**src/scfe_pkg.sv**
```systemverilog
package scfe_pkg;

    // frame buffer geometry
    localparam int FRAME_BYTES = 10;
    localparam int IDX_W       = $clog2(FRAME_BYTES + 1);
    localparam int SLOT_W      = $clog2(FRAME_BYTES);

    // outgoing frame
    localparam int FRAME_LEN = 8;
    localparam int BEAT_W    = $clog2(FRAME_LEN);

    // frame bytes
    localparam logic [7:0] START_MARK = 8'h7E;
    localparam logic [7:0] VERSION    = 8'hFF;
    localparam logic [7:0] LEN_BYTE   = 8'h06;
    localparam logic [7:0] FEEDBACK   = 8'h01;
    localparam logic [7:0] END_MARK   = 8'hEF;

    // frame byte positions of the decoded fields
    localparam int POS_CODE = 3;
    localparam int POS_HIGH = 5;
    localparam int POS_LOW  = 6;

    // command codes
    localparam logic [7:0] CMD_SET_VOLUME = 8'h06;
    localparam logic [7:0] VOLUME_MAX     = 8'd30;

    // response codes
    localparam logic [7:0] RSP_CARD_IN      = 8'h3A;
    localparam logic [7:0] RSP_CARD_OUT     = 8'h3D;
    localparam logic [7:0] RSP_ERROR        = 8'h40;
    localparam logic [7:0] RSP_ACK          = 8'h41;
    localparam logic [7:0] RSP_STATUS       = 8'h42;
    localparam logic [7:0] RSP_VOLUME       = 8'h43;
    localparam logic [7:0] RSP_TRACK        = 8'h48;
    localparam logic [7:0] RSP_PLAYING      = 8'h4C;
    localparam logic [7:0] RSP_FOLDER_FILES = 8'h4E;
    localparam logic [7:0] RSP_FOLDER_COUNT = 8'h4F;

    typedef enum logic [1:0] {
        OUT_TAKEN   = 2'd0,
        OUT_KNOWN   = 2'd1,
        OUT_UNKNOWN = 2'd2
    } rx_outcome_t;

    // completed receive frame
    typedef struct packed {
        logic        done;
        logic [7:0]  code;
        logic [15:0] data;
    } rx_evt_t;

    // player-visible state
    typedef struct packed {
        logic        card;
        logic [15:0] track;
        logic [7:0]  status;
        logic [7:0]  volume;
        logic [7:0]  resp_code;
        logic [15:0] resp_data;
        logic [7:0]  sent_code;
        logic [15:0] sent_data;
    } player_state_t;

    // volume set requests are limited to the top volume step
    function automatic logic [7:0] clamp_low(input logic [7:0] code, input logic [7:0] lo);
        logic [7:0] res;
        res = lo;
        if (code == CMD_SET_VOLUME && lo > VOLUME_MAX)
        begin
            res = VOLUME_MAX;
        end
        return res;
    endfunction

endpackage

```
**src/serial_command_frame_engine_core.sv**
```systemverilog
// a request waits in the input register and its results come from the output register
// throughput: one received byte per cycle while out_stall is low; a send request holds
// the input register until its frame is out, one frame byte per unstalled cycle
// reset: asynchronous active-low rst_n clears the frame buffer, frame index,
// player state and both handshake registers
module serial_command_frame_engine_core
    import scfe_pkg::*;
(
    input  logic        clk,
    input  logic        rst_n,
    input  logic        in_valid,
    output logic        in_stall,
    input  logic        command,
    input  logic [7:0]  rx_byte,
    input  logic [7:0]  cmd_code,
    input  logic [7:0]  param_high,
    input  logic [7:0]  param_low,
    output logic        out_valid,
    input  logic        out_stall,
    output logic        is_tx_byte,
    output logic [7:0]  tx_byte,
    output logic        last_of_run,
    output logic [1:0]  rx_outcome,
    output logic        card_inserted,
    output logic [15:0] track_value,
    output logic [7:0]  player_status,
    output logic [7:0]  volume_level,
    output logic [7:0]  response_code,
    output logic [15:0] response_data,
    output logic [7:0]  sent_code,
    output logic [15:0] sent_data
);

    logic          in_full_reg;
    logic          cmd_reg;
    logic [7:0]    rxb_reg;
    logic [7:0]    code_reg;
    logic [7:0]    hi_reg;
    logic [7:0]    lo_reg;

    logic          out_valid_reg;
    logic          is_tx_reg;
    logic [7:0]    tx_byte_reg;
    logic          last_reg;
    rx_outcome_t   outcome_reg;
    player_state_t out_st_reg;

    logic          load;
    logic          pop;
    logic          accept;
    logic          step_rx;
    logic          step_tx;
    logic [7:0]    lo_clamped;
    logic [7:0]    seq_byte;
    logic          seq_last;
    rx_evt_t       evt;
    player_state_t st_next;
    rx_outcome_t   outcome;

    // handshake
    assign load       = in_full_reg && (!out_valid_reg || !out_stall);
    assign pop        = load && (!cmd_reg || seq_last);
    assign in_stall   = in_full_reg && !pop;
    assign accept     = in_valid && !in_stall;
    assign step_rx    = load && !cmd_reg;
    assign step_tx    = load && cmd_reg;
    assign lo_clamped = clamp_low(code_reg, lo_reg);

    scfe_rx u_rx (
        .clk     (clk),
        .rst_n   (rst_n),
        .step    (step_rx),
        .rx_byte (rxb_reg),
        .evt     (evt)
    );

    scfe_tx u_tx (
        .clk     (clk),
        .rst_n   (rst_n),
        .advance (step_tx),
        .code    (code_reg),
        .hi      (hi_reg),
        .lo      (lo_clamped),
        .tx_byte (seq_byte),
        .last    (seq_last)
    );

    scfe_state u_state (
        .clk     (clk),
        .rst_n   (rst_n),
        .step_rx (step_rx),
        .step_tx (step_tx),
        .evt     (evt),
        .tx_code (code_reg),
        .tx_data ({hi_reg, lo_clamped}),
        .st_next (st_next),
        .outcome (outcome)
    );

    // input register
    always_ff @(posedge clk or negedge rst_n)
    begin
        if (!rst_n)
        begin
            in_full_reg <= 1'b0;
        end
        else if (accept)
        begin
            in_full_reg <= 1'b1;
        end
        else if (pop)
        begin
            in_full_reg <= 1'b0;
        end
    end

    always_ff @(posedge clk)
    begin
        if (accept)
        begin
            cmd_reg  <= command;
            rxb_reg  <= rx_byte;
            code_reg <= cmd_code;
            hi_reg   <= param_high;
            lo_reg   <= param_low;
        end
    end

    // output register
    always_ff @(posedge clk or negedge rst_n)
    begin
        if (!rst_n)
        begin
            out_valid_reg <= 1'b0;
        end
        else if (load)
        begin
            out_valid_reg <= 1'b1;
        end
        else if (!out_stall)
        begin
            out_valid_reg <= 1'b0;
        end
    end

    always_ff @(posedge clk)
    begin
        if (load)
        begin
            is_tx_reg   <= cmd_reg;
            tx_byte_reg <= cmd_reg ? seq_byte : 8'd0;
            last_reg    <= !cmd_reg || seq_last;
            outcome_reg <= cmd_reg ? OUT_TAKEN : outcome;
            out_st_reg  <= st_next;
        end
    end

    // result ports
    assign out_valid     = out_valid_reg;
    assign is_tx_byte    = is_tx_reg;
    assign tx_byte       = tx_byte_reg;
    assign last_of_run   = last_reg;
    assign rx_outcome    = outcome_reg;
    assign card_inserted = out_st_reg.card;
    assign track_value   = out_st_reg.track;
    assign player_status = out_st_reg.status;
    assign volume_level  = out_st_reg.volume;
    assign response_code = out_st_reg.resp_code;
    assign response_data = out_st_reg.resp_data;
    assign sent_code     = out_st_reg.sent_code;
    assign sent_data     = out_st_reg.sent_data;

`ifndef SYNTHESIS
    a_frame_pending: assert property (@(posedge clk) disable iff (!rst_n)
        out_valid_reg && is_tx_reg && !last_reg |-> in_full_reg && cmd_reg)
        else $error("send request released before its frame was done");

    a_rx_single: assert property (@(posedge clk) disable iff (!rst_n)
        out_valid_reg && !is_tx_reg |-> last_reg)
        else $error("receive result not marked last");

    a_frame_end: assert property (@(posedge clk) disable iff (!rst_n)
        out_valid_reg && is_tx_reg && last_reg |-> tx_byte_reg == END_MARK)
        else $error("last frame byte is not the end mark");

    a_send_clears: assert property (@(posedge clk) disable iff (!rst_n)
        out_valid_reg && is_tx_reg |-> out_st_reg.resp_code == 8'd0
            && out_st_reg.resp_data == 16'd0)
        else $error("response not cleared by a send");
`endif

endmodule

```
**src/scfe_rx.sv**
```systemverilog
module scfe_rx
    import scfe_pkg::*;
(
    input  logic       clk,
    input  logic       rst_n,
    input  logic       step,
    input  logic [7:0] rx_byte,
    output rx_evt_t    evt
);

    logic [IDX_W-1:0] idx_reg;
    logic [IDX_W-1:0] idx_next;
    logic [IDX_W-1:0] idx_wr;
    logic [7:0]       store_reg  [FRAME_BYTES];
    logic [7:0]       store_next [FRAME_BYTES];

    // wrap, store, track start and end marks
    always_comb
    begin
        idx_wr = (idx_reg >= IDX_W'(FRAME_BYTES)) ? '0 : idx_reg;
        store_next = store_reg;
        store_next[idx_wr[SLOT_W-1:0]] = rx_byte;
        evt.done = 1'b0;
        if (idx_wr == '0)
        begin
            idx_next = (rx_byte == START_MARK) ? IDX_W'(1) : '0;
        end
        else if (rx_byte == END_MARK)
        begin
            idx_next = '0;
            evt.done = 1'b1;
        end
        else
        begin
            idx_next = idx_wr + IDX_W'(1);
        end
        evt.code = store_next[POS_CODE];
        evt.data = {store_next[POS_HIGH], store_next[POS_LOW]};
    end

    // frame buffer and index
    always_ff @(posedge clk or negedge rst_n)
    begin
        if (!rst_n)
        begin
            idx_reg <= '0;
            for (int i = 0; i < FRAME_BYTES; i++)
            begin
                store_reg[i] <= '0;
            end
        end
        else if (step)
        begin
            idx_reg   <= idx_next;
            store_reg <= store_next;
        end
    end

`ifndef SYNTHESIS
    a_idx_range: assert property (@(posedge clk) disable iff (!rst_n)
        idx_reg <= IDX_W'(FRAME_BYTES))
        else $error("frame index past buffer size");
`endif

endmodule

```
**src/scfe_state.sv**
```systemverilog
module scfe_state
    import scfe_pkg::*;
(
    input  logic          clk,
    input  logic          rst_n,
    input  logic          step_rx,
    input  logic          step_tx,
    input  rx_evt_t       evt,
    input  logic [7:0]    tx_code,
    input  logic [15:0]   tx_data,
    output player_state_t st_next,
    output rx_outcome_t   outcome
);

    player_state_t st_reg;

    // apply a send request or a decoded response
    always_comb
    begin
        st_next = st_reg;
        outcome = OUT_TAKEN;
        if (step_tx)
        begin
            st_next.sent_code = tx_code;
            st_next.sent_data = tx_data;
            st_next.resp_code = '0;
            st_next.resp_data = '0;
        end
        else if (step_rx && evt.done)
        begin
            st_next.resp_code = evt.code;
            st_next.resp_data = evt.data;
            outcome = OUT_KNOWN;
            case (evt.code)
                RSP_CARD_IN:  st_next.card = 1'b1;
                RSP_CARD_OUT: st_next.track = '0;
                RSP_STATUS:
                begin
                    st_next.status = evt.data[7:0];
                    if (evt.data[7:0] == 8'd0)
                    begin
                        st_next.track = '0;
                    end
                end
                RSP_VOLUME:   st_next.volume = evt.data[7:0];
                RSP_TRACK:    st_next.track = evt.data;
                RSP_ERROR, RSP_ACK, RSP_PLAYING, RSP_FOLDER_FILES, RSP_FOLDER_COUNT:
                begin
                    outcome = OUT_KNOWN;
                end
                default:      outcome = OUT_UNKNOWN;
            endcase
        end
    end

    // player state
    always_ff @(posedge clk or negedge rst_n)
    begin
        if (!rst_n)
        begin
            st_reg <= '0;
        end
        else
        begin
            st_reg <= st_next;
        end
    end

endmodule

```
**src/scfe_tx.sv**
```systemverilog
module scfe_tx
    import scfe_pkg::*;
(
    input  logic       clk,
    input  logic       rst_n,
    input  logic       advance,
    input  logic [7:0] code,
    input  logic [7:0] hi,
    input  logic [7:0] lo,
    output logic [7:0] tx_byte,
    output logic       last
);

    logic [BEAT_W-1:0] beat_reg;

    // frame byte for the current beat
    always_comb
    begin
        case (beat_reg)
            BEAT_W'(0): tx_byte = START_MARK;
            BEAT_W'(1): tx_byte = VERSION;
            BEAT_W'(2): tx_byte = LEN_BYTE;
            BEAT_W'(3): tx_byte = code;
            BEAT_W'(4): tx_byte = FEEDBACK;
            BEAT_W'(5): tx_byte = hi;
            BEAT_W'(6): tx_byte = lo;
            default:    tx_byte = END_MARK;
        endcase
        last = (beat_reg == BEAT_W'(FRAME_LEN - 1));
    end

    // beat counter
    always_ff @(posedge clk or negedge rst_n)
    begin
        if (!rst_n)
        begin
            beat_reg <= '0;
        end
        else if (advance)
        begin
            beat_reg <= last ? '0 : beat_reg + BEAT_W'(1);
        end
    end

endmodule

```
**config.mk**
```make
export PLATFORM = sky130hd
export DESIGN_NAME = serial_command_frame_engine_core
export DESIGN_NICKNAME = d
export VERILOG_FILES = /design/src/scfe_pkg.sv /design/src/serial_command_frame_engine_core.sv /design/src/scfe_rx.sv /design/src/scfe_state.sv /design/src/scfe_tx.sv
export SDC_FILE = /design/constraint.sdc
export NUM_CORES = 1
export LEC_CHECK = 0
export BUFFER_PORTS_ARGS = -buffer_cell sky130_fd_sc_hd__buf_2
export CAP_MARGIN = 30
export CORE_MARGIN = 8
export CORE_UTILIZATION = 55
export CTS_CLUSTER_DIAMETER = 50
export CTS_CLUSTER_SIZE = 16
export DETAILED_ROUTE_END_ITERATION = 8
export GPL_TIMING_DRIVEN = 1
export PLACE_DENSITY = 0.75
export SETUP_SLACK_MARGIN = 0.1
export SLEW_MARGIN = 5
export SYNTH_ARGS = -nofsm -noshare
export SYNTH_HDL_FRONTEND = slang
export SYNTH_HIERARCHICAL = 1
export SYNTH_SLANG_ARGS = --single-unit
```
**constraint.sdc**
```tcl
create_clock -name clk -period 7.7 [get_ports clk]
set_input_delay 0.385 -clock clk [delete_from_list [all_inputs] [get_ports clk]]
set_output_delay 0.385 -clock clk [all_outputs]
set_load 0.02 [all_outputs]
```
==> impl_metrics.env, run 1 <==
export IMPL_status="complete, no violations"
export IMPL_design_core_area_um2=16600
export IMPL_tightest_slew_ns=0.966
export IMPL_rr_startpoint="u_rx/idx_reg[2]"
export IMPL_postSynth_asyncResetShare_pct=47.5
export IMPL_wl_per_cell_um=20.4
export IMPL_area_growth_pct=16.9
export IMPL_fin_skew_ns=0.0130
export IMPL_gr_total_overflow=0
export IMPL_largest_reg_flops=81
export IMPL_synth_seq_cells=240
export IMPL_grt_max_degree=67
export IMPL_cap_violations=0
export IMPL_htreeDepth=1
export IMPL_drv_slew=0
export IMPL_dpl_hpwl_um=13000
export IMPL_cts_buffers=22
export IMPL_ir_worst_vdd_v=0.000190
export IMPL_leakagePower_uw=0.00458
export IMPL_start_util_pct=56.4
export IMPL_ios=132
export IMPL_netlist_area_um2=9360
export IMPL_critPathCaptureType="flip-flop"
export IMPL_multiInputGateArea_um2=2560
export IMPL_period_minus_slack_ns=3.52
export IMPL_clkTransAtPathRegs_ns=0.07
export IMPL_grt_usage_pct=18.2
export IMPL_critPathKind="reg -> reg"
export IMPL_slew_headroom_pct=35.6
export IMPL_yosysSeqAreaShare_pct=70.9
export IMPL_worst_slack_ns=4.18
export IMPL_period_share_pct=45.7
export IMPL_pre_cts_ws_ns=4.25
export IMPL_whs_ns=0.0561
export IMPL_synth_area_leaders="edfxtp_1 (40%), dfrtp_1 (30%), mux2_2 (11%)"
export IMPL_fmax_ghz=0.284
export IMPL_ant_nets=0
export IMPL_root_buffer="clkbuf_16"
export IMPL_synth_edf_count=126
export IMPL_synth_area_leader_cell="edfxtp_1"
export IMPL_synth_flop_cell="edfxtp_1"
export IMPL_synth_net_count=646
export IMPL_cp_startpoint="u_rx/idx_reg[2]"
export IMPL_clockBufferDepth=3
export IMPL_via_per_inst=5.60
export IMPL_netlist_instances=599
export IMPL_wirelength_um=19800
export IMPL_r2r_setup_slack_ns=4.18
export IMPL_cp_start_kind="flip-flop"
export IMPL_grt_pass1_vias=5813
export IMPL_drtIter0Drc=371
export IMPL_avgSynthCellArea_um2=15.6
export IMPL_cts_resized=0
export IMPL_power_density_nw_per_um2=340
export IMPL_fp_dieH_um=146
export IMPL_cp_arrival_ns=3.77
export IMPL_n_antenna_cell=0
export IMPL_synth_distinct_cells=61
export IMPL_drc=0
export IMPL_antenna_found_initial=0
export IMPL_drt_pass1_iterations=6
export IMPL_hold_path_class="in -> reg"
export IMPL_num_vias=5434
export IMPL_fill_cells=1222
export IMPL_layout_nets=783
export IMPL_tns_ns=0
export IMPL_dieArea_um2=21400
export IMPL_insertion_delay_ns=0.50
export IMPL_required_ns=7.94
export IMPL_netlist_area_leader_share_pct=40.4
export IMPL_gp_congestion=0.817
export IMPL_hold_violations=0
export IMPL_rsz0062_at_grt="no"
export IMPL_register_area_um2=6640
export IMPL_cts_tree="done"
export IMPL_portBuffers=131
export IMPL_num_rows=47
export IMPL_drive_gt1_share_pct=37.7
export IMPL_die_w_um=146
export IMPL_clkSinkCount=240
export IMPL_grt_pass1_wl_um=31400
export IMPL_setup_viol=0
export IMPL_path_max_fanout=16
export IMPL_ys_warn_count=6
export IMPL_worstHoldStart="cmd_code[1]"
export IMPL_finalPower_uw=3710
## Yosys cell counts, types with 2 or more instances
cell	instances
nor2b_1	4
or4_1	2
a21oi_1	26
o31ai_1	3
nor3_1	2
o21a_1	3
nand2_2	3
and2_1	13
nand4_1	5
buf_6	4
inv_1	10
nand2b_1	8
buf_2	4
a222oi_1	2
and2b_1	3
nor2_1	8
nand3_1	8
a22o_1	16
nand2_1	67
buf_1	3
nor4_1	2
buf_4	2
nor4b_1	2
o21ai_1	2
mux2_2	89
nand3_2	3
o21ai_0	9
and4bb_2	2
dfrtp_1	114
clkbuf_1	10
nor4b_4	2
ha_1	10
edfxtp_1	126
a32oi_1	5
## where the power goes
part | leakage [µW] | switching, µW | internal [µW]
logic | 0.00152 | 551 | 369
clock network | 0.000348 | 473 | 624
registers | 0.00272 | 104 | 1590
total | 0.00458 | 1130 | 2580
## worst paths after layout
kind | depth (start not counted) | to
setup / recovery | 10 | track_value[5]
hold / removal | 1 | code_reg[1]
setup reg to reg | 10 | track_value[5]
hold reg to reg | 2 | u_state/st_reg[80]
max in group asynchronous | 3 | u_tx/beat_reg[0]
min in group asynchronous | 2 | u_state/st_reg[72]
## logic make-up after synthesis
logic type	after synthesis	synth area share (%)
AOI/OAI and AO/OA	75	5.67
xor gates and xnor gates	1	0.0936
adders and majority gates	10	1.34
buffers and inverters	33	1.78
DFF	240	70.9
muxes	90	10.8
and+or+nand+nor	150	9.37
## per-stage QoR
stage / utilization, % / cell area [µm²] / cells
after global placement: 61.5 / 10200 / 931
after CTS: 65.9 / 10900 / 971
after global routing: 65.9 / 10900 / 971
after detailed placement: 61.5 / 10200 / 931
after floorplan: - / 9360 / 599
final: 65.9 / 10900 / 971
## layer usage
metal / GRT usage [%] / wire length [µm] / vias to the layer above
met5: 0 / 0 / -
met2: 31.7 / 9990 / 188
met4: 5.26 / 325 / 0
li1: - / - / 2478
met3: 4.23 / 1200 / 35
met1: 22.1 / 8320 / 2733
## placed cells by master, fill, tap and decap left out, types with 3 or more instances in the layout
| cell | instances |
|---|---|
| a21oi_1 | 26 |
| a22o_1 | 16 |
| a32oi_1 | 5 |
| and2_1 | 12 |
| and2b_1 | 3 |
| buf_2 | 130 |
| buf_4 | 5 |
| clkbuf_1 | 5 |
| clkbuf_16 | 23 |
| dfrtp_1 | 114 |
| edfxtp_1 | 126 |
| ha_1 | 10 |
| inv_1 | 10 |
| mux2_2 | 89 |
| nand2_1 | 67 |
| nand2_2 | 3 |
| nand2b_1 | 8 |
| nand3_1 | 8 |
| nand3_2 | 3 |
| nand4_1 | 5 |
| nor2_1 | 8 |
| nor2b_1 | 4 |
| o21a_1 | 3 |
| o21ai_0 | 9 |
| o31ai_1 | 3 |
## timing repair
item / CTS / global route
endpoints found under the setup margin: 0 / 0
endpoints found under the hold margin: 48 / 0
hold buffers: 1 / 0
buffers inserted: 0 / 0
## worst max-delay path, cell delays in order (launching register included)
cell and delay (ns):
dfrtp_1 0.44, o21ai_0 0.28, nand2_1 0.16, inv_1 0.11, ha_1 0.23, nand3_2 0.20, mux2_2 0.37, nor4b_4 0.43
nor4b_2 0.34, o221ai_2 0.38, a22o_1 0.32
## final cells by class
type | instances | area share (%)
clock inverters | 11 | 1.24
inverters | 10 | 0.343
well taps | 220 | 2.52
clock buffers | 28 | 5.44
repair buffers | 136 | 6.39
multi-input cells | 326 | 23.4
flip-flops and latches | 240 | 60.7
Power figures use the tool's default switching activity.
==> inputs of run 2 (changes only) <==
- CORE_UTILIZATION: 55 -> 51
- PLACE_DENSITY: 0.75 -> 0.73
- clock period: 7.7 -> 2.82 ns (I/O delays scaled with it)
==> impl_metrics.env, run 2 (synthesis results as in run 1) <==
export IMPL_cts_tree="done"
export IMPL_ios=132
export IMPL_hold_path_class="in -> async"
export IMPL_top_layer_used="met4"
export IMPL_drive_gt1_share_pct=42.4
export IMPL_violations="setup timing"
export IMPL_drc=0
export IMPL_design_core_area_um2=18000
export IMPL_portBuffers=131
export IMPL_path_delay_family="compound AO/OA/AOI/OAI gates"
export IMPL_ant_nets=0
export IMPL_area_growth_pct=27.1
export IMPL_fmax_ghz=0.333
export IMPL_num_vias=5882
export IMPL_whs_ns=0.204
export IMPL_drt_pass1_iterations=5
export IMPL_leakagePower_uw=0.00507
export IMPL_die_w_um=151
export IMPL_grt_max_degree=71
export IMPL_rsz0062_at_grt="yes"
export IMPL_tightest_slew_ns=0.799
export IMPL_setup_viol=47
export IMPL_grt_usage_pct=18.8
export IMPL_required_ns=3.06
export IMPL_cpPeakStageDelay_ns=0.51
export IMPL_gr_total_overflow=0
export IMPL_worst_slack_ns=-0.185
export IMPL_root_buffer="clkbuf_16"
export IMPL_critPathKind="reg -> reg"
export IMPL_status="complete, but fails checks"
export IMPL_wl_per_cell_um=20.8
export IMPL_path_cells="o21ai_2 > nand2_2 > ha_2 > nand2_4 > mux2_2 > or4_4 > o21ai_4 > o221ai_4 > clkbuf_16 > a22o_1"
export IMPL_cp_start_kind="flip-flop"
export IMPL_wl_met1_um=9010
export IMPL_period_share_pct=107
export IMPL_path_buf_inv=1
export IMPL_fin_skew_ns=0.0129
export IMPL_fp_dieH_um=151
export IMPL_clockBufferDepth=3
export IMPL_ir_worst_vdd_v=0.000539
export IMPL_via_per_inst=5.53
export IMPL_cp_slowest_cell="or4_4"
export IMPL_wl_met3_um=1590
export IMPL_gp_congestion=0.851
export IMPL_dieArea_um2=22900
export IMPL_cts_buffers=21
export IMPL_final_common_cell="buf_2"
export IMPL_place_area_um2=10600
export IMPL_wirelength_um=22100
export IMPL_power_density_nw_per_um2=887
export IMPL_drtIter0Drc=345
export IMPL_cp_arrival_ns=3.24
export IMPL_layout_common_cells="buf_2 (130), edfxtp_1 (126), dfrtp_1 (112)"
export IMPL_path_max_fanout=8
export IMPL_design_area_um2=11900
export IMPL_slew_headroom_pct=46.8
export IMPL_cap_violations=0
export IMPL_dpl_hpwl_um=14000
export IMPL_drv_slew=0
export IMPL_grt_pass1_wl_um=34200
export IMPL_num_rows=49
export IMPL_htreeDepth=1
export IMPL_clkSinkCount=240
export IMPL_insertion_delay_ns=0.49
export IMPL_n_antenna_cell=0
export IMPL_critPathCaptureType="flip-flop"
export IMPL_layout_nets=867
export IMPL_met2_length_um=11100
export IMPL_largest_reg_flops=81
export IMPL_r2r_setup_slack_ns=-0.19
export IMPL_start_util_pct=52.1
export IMPL_period_minus_slack_ns=3.01
export IMPL_grt_pass1_vias=6320
export IMPL_antenna_found_initial=0
export IMPL_hold_violations=0
export IMPL_clkTransAtPathRegs_ns=0.07
==> run 2: cell count changes in the layout (fill, tap and decap cells not counted), sizes merged <==
cell / delta
buf: +49
dlygate4sd3: +35
clkbuf: +2
clkinv: -2
clkinvlp: -2
inv: +2
bufinv: -1
==> run 2: what timing repair did <==
| item | CTS | global route |
|---|---|---|
| buffers inserted | 10 | 4 |
| cloned | 0 | 2 |
| hold buffers | 36 | 0 |
| endpoints found under the hold margin | 79 | 0 |
| pin swaps | 8 | 16 |
| setup endpoints to repair | 66 | 66 |
| gates resized for setup | 18 | 24 |
==> run 2: final cells by class <==
class                   instances  area (µm²)
inverters                      10        37.5
clock inverters                 8        80.1
well taps                     229         287
multi-input cells             326        2780
repair buffers                221        1500
fillers                      1217        6070
clock buffers                  29         576
flip-flops and latches        240        6640
==> run 2: metrics by stage <==
stage                     setup WS [ns]  utilization [%]  TNS, ns  total power (µW)  cells
after floorplan                  0.0100                -        0              6550    599
after global placement          -0.0376             58.8   -0.584              7400    974
after detailed placement         -0.215             58.8    -6.34              7490    974
after CTS                       -0.0699             65.3   -0.805             10400   1057
after global routing             -0.300             66.2   -13.44             11000   1063
final                            -0.185             66.2    -4.28             10500   1063
==> run 2: power by group <==
part	internal [µW]	switching, µW
clock network	1540	1220
logic	1420	1720
registers	4350	284
==> run 2: path summary, 6_finish.rpt <==
kind                               startpoint            endpoint  depth (start not counted)
hold / removal                          rst_n  u_state/st_reg[53]                          2
setup / recovery              u_rx/idx_reg[1]      track_value[4]                         10
setup reg to reg              u_rx/idx_reg[1]      track_value[4]                         10
min in group clk                 param_low[5]           lo_reg[5]                          2
max in group asynchronous               rst_n  u_state/st_reg[21]                          3
hold reg to reg            u_state/st_reg[63]  u_state/st_reg[63]                          1
==> run 2: layer usage <==
metal  GRT usage [%]  up-vias
met5               0        -
met2            32.6      235
met4            4.55        0
met3            4.09       33
li1                -     2642
met1            23.6     2972
